<file path="src/rtl/ctcc_pkg.sv">
// Shared types, codes and constants of the current/torque curve converter.
package ctcc_pkg;

	localparam int MAX_POINTS = 64;
	localparam int IDX_W      = $clog2(MAX_POINTS);
	localparam int CNT_W      = $clog2(MAX_POINTS + 1);
	localparam int SRCH_W     = IDX_W + 2;

	localparam int VAL_W      = 32;
	localparam int COL_W      = 31;
	localparam int PROD_W     = 2 * COL_W;
	localparam int DIV_BITS   = 2;
	localparam int DIV_STEPS  = PROD_W / DIV_BITS;
	localparam int DIV_CNT_W  = $clog2(DIV_STEPS);
	localparam int SUM_W      = 64;

	localparam logic [1:0] KIND_LOAD = 2'd0;
	localparam logic [1:0] KIND_I2T  = 2'd1;
	localparam logic [1:0] KIND_T2I  = 2'd2;
	localparam logic [1:0] KIND_NONE = 2'd3;

	localparam logic signed [VAL_W-1:0] RES_MAX = 32'sh7FFF_FFFF;
	localparam logic signed [VAL_W-1:0] RES_MIN = 32'sh8000_0000;

	typedef struct packed {
		logic [1:0]              kind;
		logic [IDX_W-1:0]        point_index;
		logic [COL_W-1:0]        point_current;
		logic [COL_W-1:0]        point_torque;
		logic signed [VAL_W-1:0] value;
	} in_item_t;

	typedef struct packed {
		logic signed [VAL_W-1:0] result;
		logic                    saturated;
	} out_item_t;

	typedef struct packed {
		logic [COL_W-1:0] current;
		logic [COL_W-1:0] torque;
	} point_t;

	typedef struct packed {
		logic             capture;
		logic             wr;
		logic [IDX_W-1:0] rd_addr_a;
		logic [IDX_W-1:0] rd_addr_b;
		logic             seg_load;
		logic             mul;
		logic             div_start;
		logic             sum_clr;
		logic             sum_en;
		logic             use_q;
		logic             out_load;
	} ctcc_cmd_t;

	typedef struct packed {
		logic x_le_a;
		logic x_lt_a;
		logic x_ge_b;
		logic x_le_b;
		logic dx_zero;
		logic div_done;
		logic out_free;
	} ctcc_stat_t;

endpackage

</file>
<file path="src/rtl/ctcc_ctrl.sv">
// Controller: request sequencing, end checks, binary search and segment selection.
module ctcc_ctrl import ctcc_pkg::*; (
	input  logic             clk,
	input  logic             arst_n,
	input  logic             in_valid,
	input  logic [1:0]       in_kind,
	output logic             in_stall,
	input  logic             cfg_valid,
	input  logic [CNT_W-1:0] cfg_data,
	output logic             cfg_ready,
	input  ctcc_stat_t       stat,
	output ctcc_cmd_t        cmd
);

	localparam logic [3:0] ST_IDLE    = 4'd0;
	localparam logic [3:0] ST_ZERO    = 4'd1;
	localparam logic [3:0] ST_ENDS_RD = 4'd2;
	localparam logic [3:0] ST_ENDS    = 4'd3;
	localparam logic [3:0] ST_SRCH_RD = 4'd4;
	localparam logic [3:0] ST_SRCH    = 4'd5;
	localparam logic [3:0] ST_SEG_RD  = 4'd6;
	localparam logic [3:0] ST_SEG     = 4'd7;
	localparam logic [3:0] ST_MUL     = 4'd8;
	localparam logic [3:0] ST_DIVGO   = 4'd9;
	localparam logic [3:0] ST_DIV     = 4'd10;
	localparam logic [3:0] ST_OUT     = 4'd11;

	logic [3:0]               state_q, state_d;
	logic [CNT_W-1:0]         pc_q;
	logic [CNT_W-1:0]         n_eff, n_m1, n_m2;
	logic signed [SRCH_W-1:0] lo_q, lo_d, hi_q, hi_d, mid_sum;
	logic [IDX_W-1:0]         mid_q, mid_d, mid_c;
	logic [IDX_W-1:0]         seg_a_q, seg_a_d, seg_b_q, seg_b_d;

	assign n_eff   = (pc_q > CNT_W'(MAX_POINTS)) ? CNT_W'(MAX_POINTS) : pc_q;
	assign n_m1    = n_eff - CNT_W'(1);
	assign n_m2    = n_eff - CNT_W'(2);
	assign mid_sum = lo_q + hi_q;
	assign mid_c   = mid_sum[IDX_W:1];

	assign cfg_ready = 1'b1;
	assign in_stall  = (state_q != ST_IDLE);

	always_comb begin
		state_d = state_q;
		lo_d    = lo_q;
		hi_d    = hi_q;
		mid_d   = mid_q;
		seg_a_d = seg_a_q;
		seg_b_d = seg_b_q;
		cmd     = '0;
		unique case (state_q)
			ST_IDLE: begin
				if (in_valid) begin
					unique case (in_kind)
						KIND_LOAD: cmd.wr = 1'b1;
						KIND_I2T, KIND_T2I: begin
							cmd.capture = 1'b1;
							state_d     = (n_eff < CNT_W'(2)) ? ST_ZERO : ST_ENDS_RD;
						end
						default: ;
					endcase
				end
			end
			ST_ZERO: begin
				cmd.sum_clr = 1'b1;
				state_d     = ST_OUT;
			end
			ST_ENDS_RD: begin
				cmd.rd_addr_a = '0;
				cmd.rd_addr_b = n_m1[IDX_W-1:0];
				state_d       = ST_ENDS;
			end
			ST_ENDS: begin
				priority if (stat.x_le_a) begin
					seg_a_d = '0;
					seg_b_d = '0;
					state_d = ST_SEG_RD;
				end else if (stat.x_ge_b) begin
					seg_a_d = n_m2[IDX_W-1:0];
					seg_b_d = n_m1[IDX_W-1:0];
					state_d = ST_SEG_RD;
				end else begin
					lo_d    = '0;
					hi_d    = $signed({{(SRCH_W-CNT_W){1'b0}}, n_m2});
					state_d = ST_SRCH_RD;
				end
			end
			ST_SRCH_RD: begin
				if (lo_q <= hi_q) begin
					mid_d         = mid_c;
					cmd.rd_addr_a = mid_c;
					cmd.rd_addr_b = mid_c + IDX_W'(1);
					state_d       = ST_SRCH;
				end else begin
					seg_a_d = '0;
					seg_b_d = IDX_W'(1);
					state_d = ST_SEG_RD;
				end
			end
			ST_SRCH: begin
				priority if (!stat.x_lt_a && stat.x_le_b) begin
					seg_a_d = mid_q;
					seg_b_d = mid_q + IDX_W'(1);
					state_d = ST_SEG_RD;
				end else if (stat.x_lt_a) begin
					hi_d    = $signed({2'b0, mid_q}) - SRCH_W'(1);
					state_d = ST_SRCH_RD;
				end else begin
					lo_d    = $signed({2'b0, mid_q}) + SRCH_W'(1);
					state_d = ST_SRCH_RD;
				end
			end
			ST_SEG_RD: begin
				cmd.rd_addr_a = seg_a_q;
				cmd.rd_addr_b = seg_b_q;
				state_d       = ST_SEG;
			end
			ST_SEG: begin
				cmd.seg_load = 1'b1;
				state_d      = ST_MUL;
			end
			ST_MUL: begin
				if (stat.dx_zero) begin
					cmd.sum_en = 1'b1;
					state_d    = ST_OUT;
				end else begin
					cmd.mul = 1'b1;
					state_d = ST_DIVGO;
				end
			end
			ST_DIVGO: begin
				cmd.div_start = 1'b1;
				state_d       = ST_DIV;
			end
			ST_DIV: begin
				if (stat.div_done) begin
					cmd.sum_en = 1'b1;
					cmd.use_q  = 1'b1;
					state_d    = ST_OUT;
				end
			end
			ST_OUT: begin
				if (stat.out_free) begin
					cmd.out_load = 1'b1;
					state_d      = ST_IDLE;
				end
			end
			default: state_d = ST_IDLE;
		endcase
	end

	always_ff @(posedge clk or negedge arst_n) begin
		if (!arst_n) begin
			state_q <= ST_IDLE;
			pc_q    <= '0;
			lo_q    <= '0;
			hi_q    <= '0;
			mid_q   <= '0;
			seg_a_q <= '0;
			seg_b_q <= '0;
		end else begin
			state_q <= state_d;
			lo_q    <= lo_d;
			hi_q    <= hi_d;
			mid_q   <= mid_d;
			seg_a_q <= seg_a_d;
			seg_b_q <= seg_b_d;
			if (cfg_valid && cfg_ready) begin
				pc_q <= cfg_data;
			end
		end
	end

	a_srch_in_range: assert property (@(posedge clk) disable iff (!arst_n)
		(state_q == ST_SRCH) |-> ({1'b0, mid_q} < n_m1))
		else $error("search midpoint outside valid segments");

	a_conv_holds: assert property (@(posedge clk) disable iff (!arst_n)
		(in_valid && !in_stall && (in_kind == KIND_I2T || in_kind == KIND_T2I))
		|=> in_stall)
		else $error("convert request did not hold off input");

	a_out_frees: assert property (@(posedge clk) disable iff (!arst_n)
		cmd.out_load |=> !in_stall)
		else $error("input not reopened after result handoff");

endmodule

</file>
<file path="config.mk">
export PLATFORM = sky130hd
export DESIGN_NAME = ctcc_ctrl
export DESIGN_NICKNAME = d
export VERILOG_FILES = /design/src/rtl/ctcc_pkg.sv /design/src/rtl/ctcc_ctrl.sv
export SDC_FILE = /design/constraint.sdc
export NUM_CORES = 1
export LEC_CHECK = 0
export ABC_CLOCK_PERIOD_IN_PS = 3200
export BUFFER_PORTS_ARGS = -buffer_cell sky130_fd_sc_hd__buf_4
export CAP_MARGIN = 40
export CORE_ASPECT_RATIO = 1.75
export CORE_UTILIZATION = 50
export CTS_CLUSTER_SIZE = 12
export DETAILED_ROUTE_END_ITERATION = 7
export PLACE_DENSITY = 0.72
export RECOVER_POWER = 25
export SLEW_MARGIN = 20
export SYNTH_ARGS = -nofsm -noshare
export SYNTH_HDL_FRONTEND = slang
export SYNTH_SLANG_ARGS = --single-unit
</file>
<file path="constraint.sdc">
create_clock -name clk -period 3.2 [get_ports clk]
set_clock_uncertainty 0.2 [all_clocks]
set_input_delay 0.64 -clock clk [delete_from_list [all_inputs] [get_ports clk]]
set_output_delay 0.64 -clock clk [all_outputs]
set_load 0.02 [all_outputs]
</file>
Word level (Yosys, flattened, before mapping)
Index checks and enable logic that the tools add are counted.
{"block": "op_classes", "mux": 49, "magnitude_cmp": 3, "reduce_logical": 13, "addsub": 7, "eq_ne": 25}
{"op": "two-way mux 8 bit", "count": 8}
{"op": "two-way mux 6 bit", "count": 8}
{"op": "case mux 4 bit (12 select lines)", "count": 1}
{"op": "case mux 12 bit (3 select lines)", "count": 1}
{"op": "case mux 6 bit (3 select lines)", "count": 2}
{"op": "case mux 8 bit (2 select lines)", "count": 2}
{"op": "!= test 2 bit, second input constant", "count": 10}
{"op": "two-way mux 2 bit", "count": 9}
{"op": "equality test 4 x 3 -> 1 bit, second input constant", "count": 4}
{"op": "equality test 4 bit, second input constant", "count": 4}
{"op": "two-way mux 4 bit", "count": 4}
{"op": "adder 6 x 1 -> 6 bit, second input constant", "count": 2}
{"op": "two-way mux 12 bit", "count": 1}
{"op": "two-way mux 1 bit", "count": 11}
{"op": "AND reduction 5 bit", "count": 2}
{"op": "equality test 4 x 2 -> 1 bit, second input constant", "count": 2}
{"op": "less-or-equal comparator 8 bit", "count": 1}
{"op": "AND reduction 4 bit", "count": 2}
{"op": "adder 6 x 1 -> 7 bit, second input constant", "count": 1}
{"op": "adder 7 bit", "count": 1}
{"op": "> comparator 7 bit, second input constant", "count": 1}
{"op": "less-than comparator 7 x 2 -> 1 bit, second input constant", "count": 1}
{"op": "two-way mux 7 bit", "count": 1}
{"op": "subtractor 6 x 1 -> 7 bit, second input constant", "count": 1}
{"op": "17 further kinds", "count": 17}
{"block": "totals", "input_bits": 20, "reg_bits": 45}

Depth between registers and ports, before layout
Gate-level depths: netlist of the first run.
{"block": "logic_depth", "ltp_word": 7, "ltp_mapped": 11}

Worst setup path after synthesis of the first run
Ideal clock, no wire load.
{"block": "synth_timing", "path_type": "register to output", "start": "register hi_q[0]", "end": "output cmd[11] (netlist bit)", "stages_incl_launch_ff": 9, "path_buffers": 0, "required_ns": 2.360, "slack_ns": 0.008, "t_arrival_ns": 2.352, "path_cell_list": "dfrtp_1 ha_1 inv_1 fa_1 xor2_1 ha_1 or3b_1 xnor2_1 o21ai_0"}
{"item": "start, declared", "line": "ctcc_ctrl.sv:31", "text": "logic signed [SRCH_W-1:0] lo_q, lo_d, hi_q, hi_d, mid_sum;"}
{"item": "start signal, assigned", "line": "ctcc_ctrl.sv:165", "text": "hi_q <= hi_d;"}
{"item": "end, declared", "line": "ctcc_ctrl.sv:12", "text": "output ctcc_cmd_t cmd"}

==> results of run 1 <==
[cell families (layout without fill, tap and decap cells)]
logic type	after synthesis	in the layout	synth area share, %
simple gates	142	142	21.65
compound gates	85	85	16.40
other cells	1	1	0.1157
flops	44	44	33.96
fa+ha+maj	20	20	7.951
mux	24	24	9.147
xor+xnor	19	19	5.133
buf+inv	45	96	5.635
[power groups by stage]
stage | Combinational [W] | Sequential [W] | Clock (W)
finish | 0.00238 | 0.000967 | 0.000372
global route | 0.00257 | 0.000987 | 0.000405
CTS | 0.00215 | 0.000955 | 0.000376
detailed placement | 0.00201 | 0.000963 | 0
global placement | 0.00199 | 0.000950 | 0
floorplan | 0.00145 | 0.000875 | 0
[registers in the layout, summed over array words and instances, names as in the netlist]
register and count:
hi_q 8, lo_q 7, mid_q 6, pc_q 7, seg_a_q 6, seg_b_q 6
state_q 4
[area by class of cell]
type	count	area share, %
Multi-Input combinational cell	291	53.01
Tap cell	80	2.509
Sequential cell	44	27.60
Clock buffer	8	2.258
Timing Repair Buffer	65	12.45
Inverter	23	2.164
[placed cells by master, fill, tap and decap left out, types with 3 or more instances in the layout]
cell	instances
nand2b_1	8
a22oi_1	3
mux2i_1	3
buf_6	3
mux2_2	13
o221ai_1	4
nor2b_1	6
mux2_4	8
o22ai_1	4
xor2_1	8
nor3_1	12
xnor2_1	8
inv_1	22
a21oi_1	21
nand2_1	47
ha_1	14
o21ai_0	27
a21o_1	3
nand3_1	8
buf_4	61
ha_4	3
nor2_1	31
dfrtp_1	44
clkbuf_8	6
[repair_timing]
action / CTS / global route
resized for setup: 22 / 13
cloned: 1 / 0
setup endpoints to repair: 12 / 13
setup buffers: 4 / 4
pin swaps: 9 / 16
[worst register-to-register path: stages, from the launching register on]
cell and delay [ns]:
dfrtp_1 0.38, inv_1 0.06, ha_2 0.39, nand3_1 0.15
o221a_1 0.27, o21a_1 0.21, o21ai_4 0.20, buf_4 0.15
buf_4 0.16, nand3_2 0.36, mux2_4 0.44
[per-stage QoR]
step | utilization [%] | total power (W)
final | 64.04 | 0.003722
after global routing | 64.04 | 0.003966
after CTS | 62.19 | 0.003485
after detailed placement | 58.86 | 0.002978
after global placement | 58.86 | 0.002941
after floorplan | - | 0.002327
[final timing paths]
check                      slack [ns]              startpoint  cells past startpoint                      to
max                             -0.27     lo_q[0]$_DFFE_PN0P_                     10                 cmd[11]
min                              0.32  seg_b_q[1]$_DFFE_PN0P_                      1  seg_b_q[1]$_DFFE_PN0P_
max reg2reg                      0.12     hi_q[3]$_DFFE_PN0P_                     10  seg_a_q[2]$_DFFE_PN0P_
min reg2reg                      0.32  seg_b_q[1]$_DFFE_PN0P_                      1  seg_b_q[1]$_DFFE_PN0P_
max in group asynchronous        1.79                  arst_n                      1     pc_q[0]$_DFFE_PN0P_
min in group asynchronous        0.33                  arst_n                      1  seg_a_q[1]$_DFFE_PN0P_
[metal layers]
metal / part of all wire (%) / GRT usage [%]
met1: 37 / 28.53
met2: 57 / 53.23
met3: 2.6 / 3.270
met4: 3.5 / 11.79
met5: 0 / 0
==> results by group, run 1 <==
Floorplanning
  • Die area: 6823 µm²
  • Ports: 43
  • Die Span Y: 108.5 µm
  • FP Rows: 38
  • Die X: 62.87 µm
  • Initial Util: between 50% and 60%
  • Total core area: 6228 µm²

Routing
  • Vias: 2921
  • Wire per inst: 17.39 µm
  • DRC Markers: 0
  • Routed Antenna Nets: 0
  • Drt first pass iters: 4
  • Vias per inst: between 5 and 6
  • DRT iter0 DRCs: 95
  • Detailed Route WL: 8.886 mm

Yosys
  • Synth warn: 0
  • Post-synth EDFFs: 0
  • Ys flop type: dfrtp_1
  • Synth cell count leaders: nand2_1, dfrtp_1, nor2_1
  • Yosys top cell area share: 33.96%
  • Syn Nets: 420
  • Synth async-reset ratio: 100.0%
  • Synth Area per Inst: roughly 8.5 µm²
  • Distinct cells, synth: 63
  • Post-synthesis sequential area ratio: between 30% and 40%
  • Top post-synthesis cells by area: dfrtp_1, ha_1, nand2_1
  • #FFs+latches synth: 44
  • Mapped Cells: 380
  • Mapped cell area: around 3200 µm²
  • Most common cell in the netlist: nand2_1
  • Area leader, netlist: dfrtp_1

Timing
  • Fin Setup TNS: -1.535 ns
  • Minimum hold slack: 0.3183 ns
  • Worst slew pin tran: approximately 1.1 ns
  • Min Tclk post-route: 3.471 ns
  • Min setup slack post-route: -0.2708 ns
  • Pins Over Slew Limit: 0
  • Fin crit share: 108.5%
  • Final Hold Fails: 0
  • Final setup viols: 12
  • Max-slew headroom: 25.92%
  • Max Clk Rate: 0.2881 GHz
  • RSZ-0062 raised after global routing: yes

CTS
  • CTS Buf Count: 5
  • H-tree levels: 2
  • Post-CTS Hold Fix Bufs: 0
  • Later-pin clock latency in the skew report: roughly 0.31 ns
  • Clk buf depth: 2
  • Clock root buffer: clkbuf_8
  • Sink Count: 44
  • CTS tree: built
  • CTS clk-pin slew, worst paths: 0.08 ns

Final layout
  • Design area: 3989 µm²
  • P&R area growth vs syn: 23.04%
  • Fillers: 556
  • Final #Nets: between 400 and 500
  • Share of cells above drive strength 1: roughly 28%
  • Multi-input logic area: 2115 µm²
  • Diode count: 0
  • Register area: 1101 µm²
  • Non-Filler Instances: 511

Power and ir drop
  • Internal Power: around 0.0020 W
  • Combinational Power Share: 64.0%
  • Sw frac: 45.60%
  • Static leakage: 1.884 nW
  • Max VDD drop: 540.7 µV
  • Net Sw Power: 0.001697 W
  • Seq pwr share: 26.0%
  • Clock share of power: around a tenth
  • Power Dens Cells: 933.0 nW/µm²

Setup path
  • Worst path buffer plus inverter count: 2
  • CP max-delay cell: or3b_4
  • Crit-path cells: ha_4 -> inv_2 -> fa_2 -> o21bai_1 -> a21oi_2 -> xnor2_2 -> or3b_4 -> xnor2_4 -> o21ai_2 -> buf_6
  • Crit Path Class: reg -> out
  • CP required: 2.36 ns
  • Critical path's top delay family: adder cells
  • Critical Path Source Type: flip-flop
  • Max incr delay on CP: 0.44 ns
  • CP Capture Type: primary output
  • Worst EP arrival: 2.63 ns
  • Critical path fanouts, max: 3

Status
  • Failing checks: negative setup slack
  • Status: finished, violations left

Run
  • Maxcap violations: 0

Place
  • Dpl hpwl: 6.754 mm
  • GP Congestion: 0.9599
  • I/O Buffers: 41
  • Inst Count DP: between 400 and 500
  • Pre-CTS WS: -0.004680 ns
  • Area of placed instances: 3666 µm²

Global route
  • Overall Global Routing Usage: between 20 and 30%
  • Total gr overflow: 0
  • Largest net degree at the start of global routing: 45
  • First-pass GRT wire length: around 14 mm
  • Initial antenna violation count: 0
  • Vias in the first global route: 2846

Worst hold path
  • Class of the worst hold path: reg -> reg
(Power assumes the default switching activity.)
==> run 2, diff against run 1 <==
RECOVER_POWER = default   (was 25)
SETUP_SLACK_MARGIN = 0.5   (was default)
==> results by group, run 2 (synthesis gave the netlist of run 1 again) <==
Timing
  • Worst slew pin tran: 0.8821 ns (was 1.111 ns)
  • Fin Setup TNS: -1.715 ns (was -1.535 ns)
  • Final Hold Fails: 0 (unchanged)
  • RSZ-0062 raised after global routing: yes (unchanged)
  • Max Clk Rate: 0.2835 GHz (was 0.2881 GHz)
  • Final setup viols: 11 (was 12)
  • Pins Over Slew Limit: 0 (unchanged)
  • Min Tclk post-route: 3.527 ns (was 3.471 ns)
  • Fin crit share: 110.2% (was 108.5%)
  • Minimum hold slack: 0.1016 ns (was 0.3183 ns)
  • Min setup slack post-route: -0.3270 ns (was -0.2708 ns)
  • Max-slew headroom: 40.69% (was 25.92%)

Final layout
  • Biggest register: hi_q (unchanged)
  • Design area: 4340 µm² (was 3989 µm²)
  • Largest register FFs: 8 (unchanged)
  • Diode count: 0 (unchanged)
  • P&R area growth vs syn: 33.89% (was 23.04%)
  • Share of cells above drive strength 1: 35.70% (was 28.07%)
  • Top Registers: hi_q (8), lo_q (7), pc_q (7) (unchanged)
  • Commonest non-fill, non-tap cell in the layout: buf_4 (unchanged)
  • Final #Nets: 490 (was 470)
  • Commonest cells after routing, fill and taps aside: buf_4, nand2_1, dfrtp_1, nor2_1, o21ai_0 (unchanged)

Run
  • Maxcap violations: 0 (unchanged)

CTS
  • Later-pin clock latency in the skew report: 0.32 ns (was 0.31 ns)
  • H-tree levels: 2 (unchanged)
  • CTS Buf Count: 5 (unchanged)
  • Sink Count: 44 (unchanged)
  • CTS clk-pin slew, worst paths: 0.09 ns (was 0.08 ns)
  • Clock root buffer: clkbuf_8 (unchanged)
  • Clk buf depth: 2 (unchanged)
  • CTS tree: built (unchanged)

Global route
  • Initial antenna violation count: 0 (unchanged)
  • Total gr overflow: 0 (unchanged)
  • Largest net degree at the start of global routing: 45 (unchanged)
  • Overall Global Routing Usage: 29.08% (was 27.30%)
  • First-pass GRT wire length: 15.04 mm (was 14.15 mm)
  • Vias in the first global route: 3188 (was 2846)

Floorplanning
  • Ports: 43 (unchanged)
  • Die area: 6823 µm² (unchanged)
  • Die X: 62.87 µm (unchanged)
  • Die Span Y: 108.5 µm (unchanged)
  • FP Rows: 38 (unchanged)
  • Initial Util: 52.05% (unchanged)
  • Total core area: 6228 µm² (unchanged)

Status
  • Status: finished, violations left (unchanged)
  • Failing checks: negative setup slack (unchanged)

Routing
  • Routed Antenna Nets: 0 (unchanged)
  • DRT iter0 DRCs: 151 (was 95)
  • Detailed Route WL: 9.476 mm (was 8.886 mm)
  • Drt first pass iters: 4 (unchanged)
  • Wire per inst: 17.85 µm (was 17.39 µm)
  • Vias per inst: 5.851 (was 5.716)
  • Vias: 3107 (was 2921)
  • DRC Markers: 0 (unchanged)

Place
  • GP Congestion: 0.8795 (was 0.9599)
  • Dpl hpwl: 6.617 mm (was 6.754 mm)
  • Area of placed instances: 3760 µm² (was 3666 µm²)
  • Pre-CTS WS: 0.04643 ns (was -0.004680 ns)
  • I/O Buffers: 41 (unchanged)

Setup path
  • CP Capture Type: primary output (unchanged)
  • Critical path's top delay family: simple AND/OR/NAND/NOR gates (was adder cells)
  • Worst path buffer plus inverter count: 3 (was 2)
  • FF-to-FF Start: lo_q[1]$_DFFE_PN0P_ (was hi_q[3]$_DFFE_PN0P_)
  • Max incr delay on CP: 0.52 ns (was 0.44 ns)
  • CP max-delay cell: or4b_4 (was or3b_4)
  • Critical path fanouts, max: 3 (unchanged)
  • Critical Path Source Type: flip-flop (unchanged)
  • Reg2Reg Depth: 11 (was 10)
  • RR Endpoint: seg_a_q[2]$_DFFE_PN0P_ (unchanged)
  • Crit-path cells: ha_2 -> inv_2 -> fa_2 -> o21bai_1 -> a21oi_2 -> or4b_4 -> nand4_1 -> buf_4 -> nand2b_4 -> nand2_2 -> buf_6 (was ha_4 -> inv_2 -> fa_2 -> o21bai_1 -> a21oi_2 -> xnor2_2 -> or3b_4 -> xnor2_4 -> o21ai_2 -> buf_6)
  • Crit Path Class: reg -> out (unchanged)
  • Internal reg-to-reg setup slack: 0.42 ns (was 0.12 ns)
  • CP required: 2.36 ns (about the same)
  • Worst EP arrival: 2.69 ns (was 2.63 ns)

Power and ir drop
  • Overall power: 0.004084 W (was 0.003722 W)
  • Max VDD drop: 511.5 µV (was 540.7 µV)
  • Power Dens Cells: 941.0 nW/µm² (was 933.0 nW/µm²)
  • Static leakage: 2.041 nW (was 1.884 nW)

Worst hold path
  • Class of the worst hold path: in -> async (was reg -> reg)
==> run 2: cell count changes in the layout (fill, tap and decap cells not counted), moves of 3 or more <==
cell,delta
inv_1,-3
o221ai_1,-3
buf_4,+4
inv_2,+3
buf_6,+13
nand3_4,+3
==> run 2: through the flow <==
step                cells  util, %
CTS                   523    67.10
floorplan             380        -
global placement      495    60.37
detailed placement    495    60.37
global route          531    69.69
finish                531    69.69
==> run 2: per-layer routing <==
metal	wire [µm]	up-vias	global-route usage [%]
met3	389	38	4.008
met4	490	0	21.93
met2	5196	118	53.30
li1	-	1461	-
met5	0	-	0
met1	3400	1490	29.25
==> run 2: area by class of cell <==
class | instances | area [µm²]
well taps | 80 | 100.1
multi-input cells | 292 | 2247
clock buffers | 5 | 68.82
clock inverters | 3 | 18.77
flip-flops and latches | 44 | 1101
inverters | 23 | 86.33
fillers | 501 | 1888
repair buffers | 84 | 718.2
==> run 2: how the worst max path moves through the flow <==
| stage | start | to | slack [ns] | cells past startpoint |
|---|---|---|---|---|
| 2_1_floorplan | hi_q[0]$_DFFE_PN0P_ | cmd[12] | 0.23 | 9 |
| 3_5_place_dp | hi_q[0]$_DFFE_PN0P_ | cmd[12] | 0.05 | 10 |
| 4_1_cts | lo_q[0]$_DFFE_PN0P_ | cmd[12] | -0.24 | 10 |
| 6_report | lo_q[0]$_DFFE_PN0P_ | cmd[18] | -0.33 | 11 |
| 5_1_grt | lo_q[0]$_DFFE_PN0P_ | cmd[18] | -0.38 | 11 |
| 3_3_place_gp | lo_q[5]$_DFFE_PN0P_ | cmd[12] | 0.08 | 8 |
==> run 2: where the power goes <==
part	internal (W)	switching (W)
Sequential	0.000751	0.000220
Combinational	0.00131	0.00143
Clock	0.000153	0.000217
==> run 2: repair_timing <==
item / CTS / global route
resized for setup: 34 / 21
endpoints found under the setup margin: 24 / 25
cloned: 1 / 0
pin swaps: 21 / 11
hold buffers: 0 / 0
buffers inserted: 19 / 8
